==> config.mk <==
export PLATFORM = sky130hd
export DESIGN_NAME = fdtd1d_update
export DESIGN_NICKNAME = d
export VERILOG_FILES = /design/src/hdl/fdtd1d_pkg.sv /design/src/hdl/fdtd1d_update.sv
export SDC_FILE = /design/constraint.sdc
export NUM_CORES = 2
export LEC_CHECK = 0
export BUFFER_PORTS_ARGS = -buffer_cell sky130_fd_sc_hd__buf_2
export CAP_MARGIN = 20
export CORE_MARGIN = 8
export CORE_UTILIZATION = 64
export DETAILED_ROUTE_END_ITERATION = 6
export PLACE_DENSITY_LB_ADDON = 0.3
export SYNTH_ARGS = -nofsm -noshare
export SYNTH_HDL_FRONTEND = slang
export SYNTH_SLANG_ARGS = --single-unit
==> constraint.sdc <==
create_clock -name clk -period 9.1 [get_ports clk]
set_input_delay 1.82 -clock clk [delete_from_list [all_inputs] [get_ports clk]]
set_output_delay 1.82 -clock clk [all_outputs]
set_load 0.01 [all_outputs]
==> src/hdl/fdtd1d_pkg.sv <==
// Shared constants and types of the 1-D FDTD field update block.
package fdtd1d_pkg;

  // grid size and loop geometry
  localparam int CELLS       = 64;
  localparam int PIPE_STAGES = 6;
  localparam int LOOP_LEN    = CELLS + PIPE_STAGES;
  localparam int CNT_W       = $clog2(LOOP_LEN);

  // field and arithmetic widths
  localparam int IDX_W     = 6;
  localparam int FIELD_W   = 18;
  localparam int COEF_W    = 16;
  localparam int DIFF_W    = FIELD_W + 1;
  localparam int PROD_W    = COEF_W + DIFF_W;
  localparam int RND_SHIFT = 15;
  localparam int RND_W     = PROD_W + 1 - RND_SHIFT;
  localparam int SUM_W     = RND_W + 1;

  // configuration port
  localparam int CFG_W     = 16;
  localparam int REG_IDX_W = 3;

  typedef enum logic [REG_IDX_W-1:0] {
    REG_COEF_E_OUT   = 3'd0,
    REG_COEF_H_OUT   = 3'd1,
    REG_COEF_E_IN    = 3'd2,
    REG_COEF_H_IN    = 3'd3,
    REG_SLAB_FIRST   = 3'd4,
    REG_SLAB_LAST    = 3'd5,
    REG_SOURCE_CELL  = 3'd6,
    REG_SRC_ADD      = 3'd7
  } cfg_reg_t;

  localparam logic signed [COEF_W-1:0] COEF_RESET = -16'sd16384;

  typedef struct packed {
    logic signed [COEF_W-1:0] coef_e_out;
    logic signed [COEF_W-1:0] coef_h_out;
    logic signed [COEF_W-1:0] coef_e_in;
    logic signed [COEF_W-1:0] coef_h_in;
    logic [IDX_W-1:0]         slab_first;
    logic [IDX_W-1:0]         slab_last;
    logic [IDX_W-1:0]         source_cell;
    logic                     src_add;
  } cfg_t;

  // E and H of one grid cell
  typedef struct packed {
    logic signed [FIELD_W-1:0] e;
    logic signed [FIELD_W-1:0] h;
  } elem_t;

endpackage

==> src/hdl/fdtd1d_update.sv <==
// Six-stage Yee update unit that sits in the ring, with the edge histories.
module fdtd1d_update import fdtd1d_pkg::*; (
  input  logic                      clk,
  input  logic                      rst_n,
  input  logic                      advance,
  input  cfg_t                      cfg,
  input  logic signed [FIELD_W-1:0] src,
  input  logic                      head_valid,
  input  logic [IDX_W-1:0]          head_idx,
  input  elem_t                     head,
  input  elem_t                     next,
  output elem_t                     tail,
  output logic                      tail_valid,
  output logic [IDX_W-1:0]          tail_idx
);

  typedef struct packed {
    logic                      vld;
    logic [IDX_W-1:0]          idx;
    logic signed [FIELD_W-1:0] e;
    logic signed [FIELD_W-1:0] h;
    logic signed [COEF_W-1:0]  coef;
    logic signed [DIFF_W-1:0]  diff;
  } dstage_t;

  typedef struct packed {
    logic                      vld;
    logic [IDX_W-1:0]          idx;
    logic signed [FIELD_W-1:0] e;
    logic signed [FIELD_W-1:0] h;
    logic signed [PROD_W-1:0]  prod;
  } pstage_t;

  typedef struct packed {
    logic                      vld;
    logic [IDX_W-1:0]          idx;
    logic signed [FIELD_W-1:0] e;
    logic signed [FIELD_W-1:0] h;
  } fstage_t;

  localparam logic [IDX_W-1:0] LAST_IDX = IDX_W'(CELLS - 1);

  function automatic logic in_slab(input logic [IDX_W-1:0] k,
                                   input logic [IDX_W-1:0] lo,
                                   input logic [IDX_W-1:0] hi);
    return (k >= lo) && (k <= hi);
  endfunction

  // floor((p + 2^14) / 2^15): round to nearest, ties upward
  function automatic logic signed [RND_W-1:0] round_q15(input logic signed [PROD_W-1:0] p);
    logic [PROD_W:0] s;
    s = {p[PROD_W-1], p} + (PROD_W+1)'(1 << (RND_SHIFT - 1));
    return s[PROD_W:RND_SHIFT];
  endfunction

  function automatic logic signed [FIELD_W-1:0] sat_field(input logic [SUM_W-1:0] v);
    logic [SUM_W-FIELD_W:0] top;
    top = v[SUM_W-1:FIELD_W-1];
    if (top == '0 || top == '1) begin
      return v[FIELD_W-1:0];
    end else if (v[SUM_W-1]) begin
      return {1'b1, {(FIELD_W-1){1'b0}}};
    end else begin
      return {1'b0, {(FIELD_W-1){1'b1}}};
    end
  endfunction

  function automatic logic signed [FIELD_W-1:0] add_round(input logic signed [FIELD_W-1:0] f,
                                                          input logic signed [PROD_W-1:0] p);
    logic signed [RND_W-1:0] r;
    logic [SUM_W-1:0]        s;
    r = round_q15(p);
    s = {{(SUM_W-FIELD_W){f[FIELD_W-1]}}, f} + {r[RND_W-1], r};
    return sat_field(s);
  endfunction

  dstage_t a_r, a_nxt, d_r, d_nxt;
  pstage_t b_r, b_nxt, e_r, e_nxt;
  fstage_t c_r, c_nxt, f_r, f_nxt;

  logic signed [FIELD_W-1:0] left_r  [3];
  logic signed [FIELD_W-1:0] right_r [3];

  logic signed [FIELD_W-1:0] e_right;
  logic signed [FIELD_W-1:0] h_left;
  logic [SUM_W-1:0]          soft_sum;
  logic                      src_hit;

  // stage A: forward E difference, right edge history beyond the last cell
  always_comb begin
    e_right    = (head_idx == LAST_IDX) ? right_r[2] : next.e;
    a_nxt.vld  = head_valid;
    a_nxt.idx  = head_idx;
    a_nxt.e    = head.e;
    a_nxt.h    = head.h;
    a_nxt.coef = in_slab(head_idx, cfg.slab_first, cfg.slab_last) ?
                 cfg.coef_h_in : cfg.coef_h_out;
    a_nxt.diff = {e_right[FIELD_W-1], e_right} - {head.e[FIELD_W-1], head.e};
  end

  // stage B: H product
  always_comb begin
    b_nxt.vld  = a_r.vld;
    b_nxt.idx  = a_r.idx;
    b_nxt.e    = a_r.e;
    b_nxt.h    = a_r.h;
    b_nxt.prod = a_r.coef * a_r.diff;
  end

  // stage C: new H
  always_comb begin
    c_nxt.vld = b_r.vld;
    c_nxt.idx = b_r.idx;
    c_nxt.e   = b_r.e;
    c_nxt.h   = add_round(b_r.h, b_r.prod);
  end

  // stage D: backward H difference; the previous cell's new H sits in stage D
  always_comb begin
    h_left     = (c_r.idx == '0) ? left_r[1] : d_r.h;
    d_nxt.vld  = c_r.vld;
    d_nxt.idx  = c_r.idx;
    d_nxt.e    = c_r.e;
    d_nxt.h    = c_r.h;
    d_nxt.coef = in_slab(c_r.idx, cfg.slab_first, cfg.slab_last) ?
                 cfg.coef_e_in : cfg.coef_e_out;
    d_nxt.diff = {c_r.h[FIELD_W-1], c_r.h} - {h_left[FIELD_W-1], h_left};
  end

  // stage E: E product
  always_comb begin
    e_nxt.vld  = d_r.vld;
    e_nxt.idx  = d_r.idx;
    e_nxt.e    = d_r.e;
    e_nxt.h    = d_r.h;
    e_nxt.prod = d_r.coef * d_r.diff;
  end

  // stage F: new E before the source
  always_comb begin
    f_nxt.vld = e_r.vld;
    f_nxt.idx = e_r.idx;
    f_nxt.e   = add_round(e_r.e, e_r.prod);
    f_nxt.h   = e_r.h;
  end

  // advance the pipeline with the ring
  always_ff @(posedge clk) begin
    if (!rst_n) begin
      a_r <= '0;
      b_r <= '0;
      c_r <= '0;
      d_r <= '0;
      e_r <= '0;
      f_r <= '0;
    end else if (advance) begin
      a_r <= a_nxt;
      b_r <= b_nxt;
      c_r <= c_nxt;
      d_r <= d_nxt;
      e_r <= e_nxt;
      f_r <= f_nxt;
    end
  end

  // shift the left history with new H of cell 0, the right one with new E of the last cell
  always_ff @(posedge clk) begin
    if (!rst_n) begin
      for (int i = 0; i < 3; i++) begin
        left_r[i]  <= '0;
        right_r[i] <= '0;
      end
    end else if (advance) begin
      if (c_r.vld && c_r.idx == '0) begin
        left_r[2] <= left_r[1];
        left_r[1] <= left_r[0];
        left_r[0] <= c_r.h;
      end
      if (e_r.vld && e_r.idx == LAST_IDX) begin
        right_r[2] <= right_r[1];
        right_r[1] <= right_r[0];
        right_r[0] <= f_nxt.e;
      end
    end
  end

  // apply the source at its cell; a cell number past the grid takes none
  always_comb begin
    src_hit  = f_r.vld && (f_r.idx == cfg.source_cell) &&
               ({1'b0, cfg.source_cell} < (IDX_W+1)'(CELLS));
    soft_sum = {{(SUM_W-FIELD_W){f_r.e[FIELD_W-1]}}, f_r.e} +
               {{(SUM_W-FIELD_W){src[FIELD_W-1]}}, src};
    tail.h   = f_r.h;
    if (!src_hit) begin
      tail.e = f_r.e;
    end else if (cfg.src_add) begin
      tail.e = sat_field(soft_sum);
    end else begin
      tail.e = src;
    end
  end

  assign tail_valid = f_r.vld;
  assign tail_idx   = f_r.idx;

  a_left_hist: assert property (@(posedge clk) disable iff (!rst_n)
    (advance && c_r.vld && c_r.idx == '0) |=> left_r[0] == $past(c_r.h))
    else $error("left edge history missed new H of cell 0");

  a_pipe_order: assert property (@(posedge clk) disable iff (!rst_n)
    (advance && c_r.vld && c_r.idx != '0) |-> (d_r.vld && d_r.idx == c_r.idx - 1'b1))
    else $error("previous cell not in stage D for backward difference");

  a_right_hist: assert property (@(posedge clk) disable iff (!rst_n)
    (advance && e_r.vld && e_r.idx == LAST_IDX) |=> right_r[1] == $past(right_r[0]))
    else $error("right edge history did not shift");

endmodule

==> flow_summary.json <==
{
  "die_h_um": 281.2,
  "crit_required_ns": 9.59,
  "synth_common_cells": "inv_1 (755), fa_1 (611), nor2_1 (487), nand2_1 (391), dfxtp_1 (370)",
  "synth-seq-area-share": 0.2246,
  "powerDensity_nw_per_um2": 207.8,
  "worst_ir_drop_vdd_v": 0.0001763,
  "yosys.area.top_type": "fa_1",
  "syn_inst": 4833,
  "worstSetupPathType": "reg -> reg",
  "grt_max_degree": 184,
  "drv_cap": 0,
  "grt_pass1_vias": 34127,
  "synth_top_family_by_area": "adder cells",
  "grt-ovfl-total": 0,
  "skew_ns": 0.03304,
  "synthArstFlopShare": 0,
  "report.final.hold_viol_count": 0,
  "whs_path_depth": 2,
  "grt_pass1_wl_mm": 178.3,
  "dr.pass1.iters": 6,
  "syn_area_sq_um": 45010,
  "ant_nets": 0,
  "synthMuxAreaShare": 0.07366,
  "synth_seq_cells": 460,
  "rows": 97,
  "syn_avg_cell_area_sq_um": 9.313,
  "ios": 226,
  "yosysTopAreaCellShare": 0.2717,
  "worstSkewPairLatency_ns": 0.61,
  "dieArea_sq_um": 79070,
  "synth_cell_types": 89,
  "synth_compound_area_frac": 0.07539,
  "first_iter_violations": 2406,
  "viasPerCell": 5.668,
  "nets": 5963,
  "hpwlAfterDp_mm": 82.52,
  "min_to": "d_r[77]",
  "power_leakage_nw": 23.23,
  "clock_path_buffers": 3,
  "wl_mm": 108.6,
  "drive_gt1_frac": 0.07706,
  "preCtsSetupSlack_ns": 1.966,
  "clkSinkCount": 460,
  "cp-start-kind": "flop",
  "gp_congestion": 0.9140,
  "synth.top_cells.by_area": "fa_1 (27%), dfxtp_1 (16%), ha_1 (8.1%), mux2i_1 (6.9%), inv_1 (6.3%)",
  "ctsResizeCount": 0,
  "synthToLayoutAreaGrowth_pct": 6.849,
  "yosysMostFrequentCell": "inv_1",
  "tns_ns": 0,
  "rsz0062_at_grt": "false",
  "max_freq_ghz": 0.1393,
  "drc_errors": 0,
  "critPathMaxFanout": 13,
  "filler_cell_count": 5339,
  "die_w_um": 281.2,
  "cp_top_family": "adder cells",
  "synth-edff-count": 90,
  "cts_hold_buf": 0,
  "fp.coreArea_sq_um": 69790,
  "yosys.area_share.xor_xnor": 0.03152,
  "slowest_stage": "dfxtp_1",
  "dominantRegCellSynth": "dfxtp_1",
  "routedWlPerCell_um": 18.54,
  "critical_path.max_stage_delay_ns": 0.72,
  "cts_tree": "done",
  "slew_violations": 0,
  "port_buffers": 207,
  "clkTransAtPathRegs_ns": 0.06,
  "track_usage": 0.2802,
  "relSlewSlack": 0.2958,
  "cts_root_buf": "clkbuf_16",
  "syn_nets": 5919,
  "post_cts_buffers": 0,
  "cp_num_buf_inv": 3,
  "synth-simple-area-share": 0.1560,
  "worst_pin_slew_ns": 1.055,
  "start_util": 0.6450,
  "cts_htree_levels": 2,
  "worstReg2RegStart": "d_r[34]",
  "antenna_found_initial": 2,
  "ys_warn_count": 0,
  "reg2reg_slack_ns": 1.92,
  "arrival_ns": 7.67,
  "finalSetupViolations": 0,
  "instances_no_fill": 5859,
  "finalCritPeriodShare": 0.7889,
  "hp-start": "d_r[77]",
  "cts_buffers": 49,
  "crit_top_cell": "fa_1",
  "vias": 33210,
  "place_inst": 5765,
  "path_cells": "inv_1 -> nor2_1 -> fa_1 -> fa_1 -> fa_1 -> fa_1 -> fa_1 -> inv_1 -> fa_1 -> inv_1 -> ha_1 -> a21o_1 -> a211o_1 -> o221a_2 -> o211ai_1 -> nand2_1 -> a31o_2 -> a22o_4 -> a211oi_2 -> nor4_1 -> a311o_1",
  "outcome": "finished clean",
  "layout_setup_ws_ns": 1.921,
  "end_kind": "flop",
  "worst-r2r-cell-count": 21,
  "synth_adder_area_share": 0.3529,
  "r2r-end": "e_r[33]",
  "hold_path.class": "reg -> reg",
  "period_minus_slack_ns": 7.179
}
[cells by family (layout without fill, tap and decap cells)]
kind of cell / count (synthesis) / in the layout
buffers and inverters: 998 / 1083
flip-flops: 460 / 460
multiplexers: 329 / 329
other: 0 / 1
adder cells (fa/ha/maj): 903 / 903
AO/OA/AOI/OAI: 502 / 502
XOR/XNOR: 162 / 162
AND/OR/NAND/NOR: 1479 / 1479
[worst reg2reg max path, delay by kind of cell, from the launching register on]
kind | cells | cell delay (ns)
DFF | 1 | 0.72
AOI/OAI and AO/OA | 8 | 2.10
and+or+nand+nor | 3 | 0.44
buffers and inverters | 3 | 0.62
adders and majority gates | 7 | 3.19
[cell usage in the layout (no fill, tap or decap), types with 7 or more instances in the layout]
cell type,instances
a211o_1,10
a211oi_1,63
a21o_1,45
a21oi_1,131
a221oi_1,9
a31oi_1,15
and2_1,357
and3_1,24
and4_1,8
buf_2,206
buf_4,27
clkbuf_1,9
clkbuf_16,50
clkinv_1,9
dfxtp_1,370
edfxtp_1,90
fa_1,611
ha_1,292
inv_1,753
mux2_2,18
mux2i_1,311
nand2_1,391
nand2b_1,38
nand3_1,59
nand3b_1,7
nand4_1,19
nor2_1,485
nor2b_1,21
nor3_1,29
o211ai_1,9
o21a_1,23
o21ai_0,97
o21bai_1,13
o22ai_1,7
o31ai_1,8
or3_1,12
xnor2_1,110
xor2_1,52
[per-layer routing]
metal	wire length [um]	up-vias	GRT usage
li1	-	15410	-
met1	45180	16442	0.3713
met2	51430	1102	0.4619
met3	7238	254	0.04341
met4	4745	2	0.1088
met5	13	-	0
[state kept, by name (all words and copies together), names as in the netlist]
name,cells
left_r,36
f_r,18
d_r,78
c_r,43
b_r,64
right_r,54
tail_valid,1
tail_idx,6
tail,18
e_r,64
a_r,78
[through the flow]
stage | area (sq um) | utilization | hold slack [ns] | power, mW
global route | 48090 | 0.6891 | 0.5028 | 10.79
CTS | 48070 | 0.6889 | 0.4749 | 9.985
finish | 48090 | 0.6892 | 0.4745 | 9.992
global placement | 46450 | 0.6656 | 0.4648 | 7.742
floorplan | 45010 | - | 0.4450 | 6.400
detailed placement | 46450 | 0.6656 | 0.4639 | 7.904
[layout make-up]
type,instances,area [sq um],area share
multi-input cells,3375,31070,0.6461
repair buffers,235,1269,0.02638
inverters,756,2845,0.05916
clock buffers,65,1368,0.02843
well taps,940,1176,0.02445
clock inverters,27,252.7,0.005255
flip-flops and latches,460,10110,0.2102
diodes,1,2.502,0.00005203
[power by group]
part	leakage [nW]	switching, mW	total [mW]	internal, mW
logic	18.5	3.13	5.31	2.18
clock network	0.781	0.881	2.01	1.13
registers	3.91	0.403	2.67	2.27
total	23.2	4.42	9.99	5.57
[worst max-delay path by stage]
stage	startpoint	to	depth (start not counted)
after global placement	a_r[27]	b_r[34]	21
after detailed placement	d_r[20]	e_r[33]	21
after global routing	d_r[20]	e_r[33]	21
after floorplan	a_r[20]	b_r[26]	23
after CTS	a_r[27]	b_r[26]	21
final	d_r[34]	e_r[33]	21
Power figures use the tool's default switching activity.
