===== src/hdl/fdtd1d_pkg.sv =====
// Shared constants and types of the 1-D FDTD field update block.
package fdtd1d_pkg;

  // grid size and loop geometry
  localparam int CELLS       = 64;
  localparam int PIPE_STAGES = 6;
  localparam int LOOP_LEN    = CELLS + PIPE_STAGES;
  localparam int CNT_W       = $clog2(LOOP_LEN);

  // field and arithmetic widths
  localparam int IDX_W     = 6;
  localparam int FIELD_W   = 18;
  localparam int COEF_W    = 16;
  localparam int DIFF_W    = FIELD_W + 1;
  localparam int PROD_W    = COEF_W + DIFF_W;
  localparam int RND_SHIFT = 15;
  localparam int RND_W     = PROD_W + 1 - RND_SHIFT;
  localparam int SUM_W     = RND_W + 1;

  // configuration port
  localparam int CFG_W     = 16;
  localparam int REG_IDX_W = 3;

  typedef enum logic [REG_IDX_W-1:0] {
    REG_COEF_E_OUT   = 3'd0,
    REG_COEF_H_OUT   = 3'd1,
    REG_COEF_E_IN    = 3'd2,
    REG_COEF_H_IN    = 3'd3,
    REG_SLAB_FIRST   = 3'd4,
    REG_SLAB_LAST    = 3'd5,
    REG_SOURCE_CELL  = 3'd6,
    REG_SRC_ADD      = 3'd7
  } cfg_reg_t;

  localparam logic signed [COEF_W-1:0] COEF_RESET = -16'sd16384;

  typedef struct packed {
    logic signed [COEF_W-1:0] coef_e_out;
    logic signed [COEF_W-1:0] coef_h_out;
    logic signed [COEF_W-1:0] coef_e_in;
    logic signed [COEF_W-1:0] coef_h_in;
    logic [IDX_W-1:0]         slab_first;
    logic [IDX_W-1:0]         slab_last;
    logic [IDX_W-1:0]         source_cell;
    logic                     src_add;
  } cfg_t;

  // E and H of one grid cell
  typedef struct packed {
    logic signed [FIELD_W-1:0] e;
    logic signed [FIELD_W-1:0] h;
  } elem_t;

endpackage


===== src/hdl/fdtd1d_cell.sv =====
// One grid cell of the field ring: holds E and H and passes them on.
module fdtd1d_cell import fdtd1d_pkg::*; (
  input  logic  clk,
  input  logic  rst_n,
  input  logic  advance,
  input  elem_t d,
  output elem_t q
);

  elem_t q_r;

  // shift in the neighbour's fields on every ring step
  always_ff @(posedge clk) begin
    if (!rst_n) begin
      q_r <= '0;
    end else if (advance) begin
      q_r <= d;
    end
  end

  assign q = q_r;

endmodule


===== config.mk =====
export PLATFORM = sky130hd
export DESIGN_NAME = fdtd1d_cell
export DESIGN_NICKNAME = d
export VERILOG_FILES = /design/src/hdl/fdtd1d_pkg.sv /design/src/hdl/fdtd1d_cell.sv
export SDC_FILE = /design/constraint.sdc
export NUM_CORES = 1
export LEC_CHECK = 0
export BUFFER_PORTS_ARGS = -buffer_cell sky130_fd_sc_hd__buf_2
export CAP_MARGIN = 15
export CORE_AREA = 5 5 83 85
export CTS_CLUSTER_SIZE = 12
export DETAILED_ROUTE_END_ITERATION = 16
export DIE_AREA = 0 0 88 90
export PLACE_DENSITY_LB_ADDON = 0.1
export SLEW_MARGIN = 0
export SYNTH_ARGS = -nofsm -noshare
export SYNTH_HDL_FRONTEND = slang
export SYNTH_SLANG_ARGS = --single-unit

===== constraint.sdc =====
create_clock -name clk -period 0.9 [get_ports clk]
set_input_delay 0 -clock clk [delete_from_list [all_inputs] [get_ports clk]]
set_output_delay 0 -clock clk [all_outputs]
set_load 0.02 [all_outputs]

==> impl_metrics.toml, run 1 <==
[drt]
avgViaCountPerCell = 3.831
first_iter_violations = 8
drtPass1Iterations = 2
wl_um = 3434
met3_length_um = 257
vias = 1157
wl_met1_um = 1301
wl_met2_um = 1830
wire_per_inst_um = 11.37
final_antenna_net_count = 0
highest_layer = "met4"
drc = 0

[timing]
grt_setup_unrepaired = "false"
hold_viol = 0
post-route-period-util_pct = 88.49
layout_setup_ws_ps = 103.6
slew_headroom_pct = 68.68
setup_tns_ps = 0
slew_violations = 0
fin_crit_ps = 796.4
worst_slew_pin_slew_ps = 469.8
setup_violations = 0
fin_skew_ps = 0
max_freq_ghz = 1.256

[worst_setup_path]
critical_path_class = "register to output pin"
start_kind = "register"
arrival_ps = 800
cp_slowest_cell = "dfxtp_1"
end_kind = "output pin"
cpPeakStageDelay_ps = 340
cpLargestDelayFamily = "flip-flops"
crit_chain = "buf_2"
critPathBufInv = 1
crit_fanout = 2
worstPathRequired_ps = 900

[die]
rows = 29
coreArea_mm2 = 0.006132
die_w_um = 88
ios = 75
die_y_um = 90
initial_utilization_pct = 22.65
fp.dieArea_mm2 = 0.007920

[clocking]
numClockSinks = 36
htree_levels = 2
cts_resized = 0
cts_root_buffer = "clkbuf_8"
cts_tree = "done"
hold_buffers = 31
clk_pin_slew_worst_paths_ps = 70
cts_made_buffers = 5
insertion_delay_ps = 280
ctsLongestPathBuffers = 2
post_cts_buffers = 0

[power]
swShare_pct = 23.76
ir_drop_mv = 1.046
power.internal_w = 0.002857
combPwrFrac_pct = 17.4
powerDensity_mw_per_mm2 = 1665
clockPowerShare_pct = 36.4
switching_power_w = 0.0008906
seq_power_share_pct = 46.2
leakage_nw = 1.115

[synthesis]
yosysSeqAreaShare_pct = 51.89
ys_types = 6
syn_area_mm2 = 0.001389
synth_commonest_cells = "dfxtp_1 (36), mux2i_1 (36), nor2b_1 (36), buf_12 (3), clkbuf_1 (3)"
synth_area_leader_cell = "dfxtp_1"
yosysTopAreaCellShare_pct = 51.89
synth_ff_type = "dfxtp_1"
syn_inst = 115
yosys_warnings = 0
synth-seq-cells = 36
synthArstFlopShare_pct = 0
syn_nets = 154
synth_edf_count = 0
avgSynthCellArea_um2 = 12.08
synth_area_leaders = "dfxtp_1 (52%), mux2i_1 (26%), nor2b_1 (16%), buf_12 (4.3%), buf_6 (0.81%)"

[finish]
drive_gt1_share_pct = 36.89
area_delta_synth_final_pct = 62.07
fin_nets = 263
antenna_cells = 0
largest_reg_flops = 36
fillCellCount = 622

[global_route]
grt_util_all_layers_pct = 8.816
grt_pass1_vias = 1167
overflow = 0
antenna_found_initial = 0
grt_max_degree = 37
grt_pass1_wl_um = 5464

[min_path]
holdCritPathClass = "input pin to register"

[flow_run]
cap_violations = 0

[run_status]
outcome = "finished clean"

[placement]
dp_slack_ps = 97.86
numPortBuffers = 74
gp_congestion = 0.6995
hpwl_um = 2419
[stage by stage]
| stage | std cells | utilization [%] | total power, W | cell area (um^2) | hold WS [ps] |
|---|---|---|---|---|---|
| final | 302 | 36.71 | 0.003748 | 2251 | 4.399 |
| after CTS | 300 | 36.38 | 0.003839 | 2231 | 1.892 |
| after global routing | 302 | 36.71 | 0.003961 | 2251 | 16.56 |
| after detailed placement | 261 | 29.57 | 0.002325 | 1813 | 263.2 |
| after floorplan | 115 | - | 0.002119 | 1389 | 128.2 |
| after global placement | 261 | 29.57 | 0.002311 | 1813 | 258.8 |
[cell usage in the layout (no fill, tap or decap)]
master / count
buf_2: 74
mux2i_1: 36
nor2b_1: 36
dfxtp_1: 36
dlygate4sd3_1: 33
clkbuf_8: 5
buf_12: 2
bufinv_16: 1
clkinv_2: 1
clkbuf_1: 1
[final cells by class]
class                   instances  area, um^2  share of cell area [%]
multi-input cells              72       585.6                   26.01
clock buffers                   6       72.57                   3.224
flip-flops and latches         36       720.7                   32.02
clock inverters                 2       35.03                   1.556
well taps                      77       96.34                   4.280
repair buffers                109       740.7                   32.91
[path summary, 6_finish.rpt]
check	startpoint	end	slack [ps]	cells past startpoint
worst max-delay path	q[29]	q[29]	100	1
worst min-delay path	d[25]	q[25]	4	3
worst max register to register	q[10]	q[10]	270	2
worst min register to register	q[8]	q[8]	510	2
[routing by layer]
| metal | vias to the layer above | global-route usage [%] |
|---|---|---|
| li1 | 594 | - |
| met1 | 514 | 9.452 |
| met2 | 42 | 15.52 |
| met3 | 7 | 2.194 |
| met4 | 0 | 4.604 |
| met5 | - | 0 |
[power groups by stage]
stage | registers, W | logic [W] | clock network (W)
after CTS | 0.00173 | 0.000659 | 0.00145
after global placement | 0.00177 | 0.000545 | 0
final | 0.00173 | 0.000651 | 0.00136
after floorplan | 0.00189 | 0.000233 | 0
after detailed placement | 0.00177 | 0.000555 | 0
after global routing | 0.00175 | 0.000709 | 0.00151
[kinds of logic (layout without fill, tap and decap cells)]
| group | after synthesis | in the layout | synth area share [%] |
|---|---|---|---|
| flip-flops | 36 | 36 | 51.89 |
| AND/OR/NAND/NOR | 36 | 36 | 16.22 |
| buffers and inverters | 7 | 117 | 5.946 |
| multiplexers | 36 | 36 | 25.95 |
Note: power is estimated with default switching activity, not from simulation.
==> inputs of run 2 (changes only) <==
Settings changed: CTS_BUF_LIST set to sky130_fd_sc_hd__clkbuf_4 sky130_fd_sc_hd__clkbuf_8 sky130_fd_sc_hd__clkbuf_16.
==> impl_metrics.toml, run 2 (synthesis results as in run 1) <==
[worst_setup_path]
end_kind = "output pin"
crit_chain = "buf_2"
cpPeakStageDelay_ps = 340
worstPathRequired_ps = 900
ff2ff_path_depth = 2
critical_path_class = "register to output pin"
start_kind = "register"
r2r-start = "q[10]"
arrival_ps = 800
ff2ff_setup_slack_ps = 270
critPathBufInv = 1
crit_fanout = 2
cp_slowest_cell = "dfxtp_1"
cpLargestDelayFamily = "flip-flops"
r2r-end = "q[10]"

[placement]
hpwl_um = 2419
gp_congestion = 0.6995
numPortBuffers = 74
placed_area_mm2 = 0.001813

[finish]
area_delta_synth_final_pct = 62.34
final_core_util_pct = 36.77
largest_reg_flops = 36
fin_nets = 263
mostFrequentLayoutCells = "buf_2 (74), mux2i_1 (36), nor2b_1 (36), dfxtp_1 (36), dlygate4sd3_1 (33)"
final_cell_area_mm2 = 0.002255
drive_gt1_share_pct = 37.33
final_common_cell = "buf_2"
antenna_cells = 0

[drt]
wire_per_inst_um = 11.37
first_iter_violations = 8
avgViaCountPerCell = 3.831
final_antenna_net_count = 0
vias = 1157
wl_um = 3435
drc = 0
drtPass1Iterations = 2

[clocking]
cts_tree = "done"
hold_buffers = 31
cts_resized = 0
htree_levels = 2
numClockSinks = 36
cts_root_buffer = "clkbuf_8"
post_cts_buffers = 0
insertion_delay_ps = 280
clk_pin_slew_worst_paths_ps = 70
ctsLongestPathBuffers = 2
cts_made_buffers = 5

[timing]
fin_crit_ps = 796.4
setup_tns_ps = 0
slew_headroom_pct = 68.68
worst_slew_pin_slew_ps = 469.8
slew_violations = 0
hold_viol = 0
setup_violations = 0
grt_setup_unrepaired = "false"
post-route-period-util_pct = 88.49
max_freq_ghz = 1.256
fin_skew_ps = 0

[die]
fp.dieArea_mm2 = 0.007920
die_y_um = 90
initial_utilization_pct = 22.65
coreArea_mm2 = 0.006132
rows = 29
die_w_um = 88
ios = 75

[global_route]
grt_pass1_vias = 1167
grt_pass1_wl_um = 5464
grt_max_degree = 37
antenna_found_initial = 0
overflow = 0
grt_util_all_layers_pct = 8.816

[run_status]
outcome = "finished clean"

[power]
powerDensity_mw_per_mm2 = 1676
leakage_nw = 1.119
ir_drop_mv = 1.046

[min_path]
holdCritPathClass = "input pin to register"
worstHoldStart = "d[25]"
min_to = "q[25]"
holdPathStages = 3

[flow_run]
cap_violations = 0
==> run 2: routing by layer <==
layer  wire [um]  vias up  track usage [%]  part of all wire (%)
li1            -      594                -                     -
met3         257        7            2.194                   7.5
met4          44        0            4.604                   1.3
met5           0        -                0                     0
met2        1830       42            15.52                    53
met1        1301      514            9.452                    38
==> run 2: how the worst max path moves through the flow <==
stage	startpoint	endpoint	cells past startpoint	slack [ps]
3_3_place_gp	advance	q[25]	4	170
6_report	q[29]	q[29]	1	100
5_1_grt	q[29]	q[29]	1	50
4_1_cts	q[33]	q[33]	1	90
2_1_floorplan	q[10]	q[10]	2	230
3_5_place_dp	advance	q[10]	4	100
==> run 2: stage by stage <==
step	hold WS (ps)	total power [W]	worst slack, ps	std cells
after detailed placement	263.2	0.002325	97.86	261
after global placement	258.8	0.002311	171.3	261
after floorplan	128.2	0.002119	232.0	115
after global routing	16.56	0.003991	50.78	302
final	4.399	0.003779	103.6	302
after CTS	1.892	0.003869	85.01	300
==> run 2: where the power goes <==
group	total (W)	internal (W)	switching, W
Clock	0.00139	0.000852	0.000542
Combinational	0.000651	0.000347	0.000304
Sequential	0.00173	0.00169	0.0000446
Total	0.00378	0.00289	0.000891
==> run 2: final cells by class <==
| cell class | instances | area [um^2] |
|---|---|---|
| flip-flops and latches | 36 | 720.7 |
| well taps | 77 | 96.34 |
| multi-input cells | 72 | 585.6 |
| fillers | 620 | 3877 |
| repair buffers | 109 | 740.7 |
| clock buffers | 6 | 76.32 |
| clock inverters | 2 | 35.03 |
==> inputs of run 3 (changes only) <==
Settings changed: CELL_PAD_IN_SITES_DETAIL_PLACEMENT set to 0, CELL_PAD_IN_SITES_GLOBAL_PLACEMENT set to 1.
==> impl_metrics.toml, run 3 (synthesis results as in run 1) <==
[run_status]
outcome = "finished clean"

[worst_setup_path]
crit_chain = "buf_2"
crit_fanout = 2
cpLargestDelayFamily = "flip-flops"
r2r-start = "q[8]"
cp_slowest_cell = "dfxtp_1"
ff2ff_path_depth = 2
critPathBufInv = 1
critical_path_class = "register to output pin"
cpPeakStageDelay_ps = 340
ff2ff_setup_slack_ps = 280
end_kind = "output pin"
start_kind = "register"
r2r-end = "q[8]"
arrival_ps = 790
crit_start = "q[26]"
worstPathRequired_ps = 900

[timing]
worst_slew_pin_slew_ps = 515.4
layout_setup_ws_ps = 109.7
fin_crit_ps = 790.3
setup_tns_ps = 0
slew_headroom_pct = 65.64
grt_setup_unrepaired = "false"
max_freq_ghz = 1.265
hold_viol = 0
post-route-period-util_pct = 87.81
fin_skew_ps = 0
setup_violations = 0
slew_violations = 0

[finish]
multi_input_area_um2 = 585.6
final_cell_area_mm2 = 0.002255
stdcell_count = 304
seq_area_um2 = 720.7
final_common_cell = "buf_2"
drive_gt1_share_pct = 36.56
area_delta_synth_final_pct = 62.34
fillCellCount = 623
largest_reg_flops = 36
fin_nets = 266
antenna_cells = 0
mostFrequentLayoutCells = "buf_2 (74), mux2i_1 (36), nor2b_1 (36), dlygate4sd3_1 (36), dfxtp_1 (36)"

[clocking]
htree_levels = 2
insertion_delay_ps = 270
clk_pin_slew_worst_paths_ps = 70
cts_tree = "done"
ctsLongestPathBuffers = 2
numClockSinks = 36
cts_made_buffers = 5
cts_root_buffer = "clkbuf_8"

[placement]
gp_congestion = 0.6815
placed_area_mm2 = 0.001813
numPortBuffers = 74
dp_slack_ps = 157.2
hpwl_um = 2479
placed_cells = 261

[min_path]
min_to = "q[16]"
worstHoldStart = "rst_n"
holdCritPathClass = "input pin to register"
holdPathStages = 2

[power]
leakage_nw = 1.117
swShare_pct = 25.23
seq_power_share_pct = 49.9
power.internal_w = 0.002600
combPwrFrac_pct = 19.1
ir_drop_mv = 0.5054
clockPowerShare_pct = 31.0
powerDensity_mw_per_mm2 = 1542
switching_power_w = 0.0008772

[flow_run]
cap_violations = 0

[global_route]
grt_pass1_wl_um = 5775
grt_util_all_layers_pct = 9.296
grt_pass1_vias = 1253
overflow = 0
grt_max_degree = 37
antenna_found_initial = 0

[die]
die_w_um = 88
initial_utilization_pct = 22.65
fp.dieArea_mm2 = 0.007920
ios = 75
coreArea_mm2 = 0.006132
rows = 29
die_y_um = 90

[drt]
vias = 1156
drc = 0
drtPass1Iterations = 3
wl_um = 3513
final_antenna_net_count = 0
first_iter_violations = 8
wire_per_inst_um = 11.56
avgViaCountPerCell = 3.803
[run 3: worst max path at each step]
| stage | to | slack, ps | cells after the start |
|---|---|---|---|
| after floorplan | q[10] | 230 | 2 |
| after global placement | q[17] | 170 | 4 |
| after detailed placement | q[20] | 160 | 4 |
| after CTS | q[16] | 80 | 1 |
| after global routing | q[16] | 50 | 1 |
| final | q[26] | 110 | 1 |
[run 3: layout make-up]
type / count / share of cell area [%]
clock buffer: 6 / 3.385
clock inverter: 1 / 0.2220
multi-input combinational: 72 / 25.97
sequential: 36 / 31.96
tap: 77 / 4.273
timing repair buffer: 112 / 34.18
[run 3: what timing repair did]
action / CTS / global route
endpoints found under the hold margin: 36 / 0
hold buffers: 36 / 0
gates resized for setup: 0 / 0
endpoints found under the setup margin: 0 / 0
setup buffers: 0 / 0
[run 3: power by group through the flow]
stage / Clock, W / Sequential [W] / Combinational, W
after floorplan: 0 / 0.00189 / 0.000233
after global placement: 0 / 0.00177 / 0.000547
after detailed placement: 0 / 0.00177 / 0.000557
after CTS: 0.00115 / 0.00174 / 0.000676
after global routing: 0.00122 / 0.00175 / 0.000725
final: 0.00108 / 0.00173 / 0.000664
[run 3: worst register-to-register path, stage by stage (launching register included)]
cell and delay (ps):
dfxtp_1 310, mux2i_1 140, nor2b_1 60
[run 3: stage by stage]
stage	util (%)	total power [W]	hold WS [ps]
after floorplan	-	0.002119	128.2
after global placement	29.57	0.002314	258.1
after detailed placement	29.57	0.002327	266.4
after CTS	36.77	0.003560	244.2
after global routing	36.77	0.003696	272.9
final	36.77	0.003478	245.7
[run 3: per-layer routing]
layer | vias to the layer above | wire [um] | global-route usage, %
li1 | 602 | - | -
met1 | 504 | 1501 | 10.79
met2 | 46 | 1634 | 15.20
met3 | 4 | 344 | 3.656
met4 | 0 | 33 | 3.453
met5 | - | 0 | 0
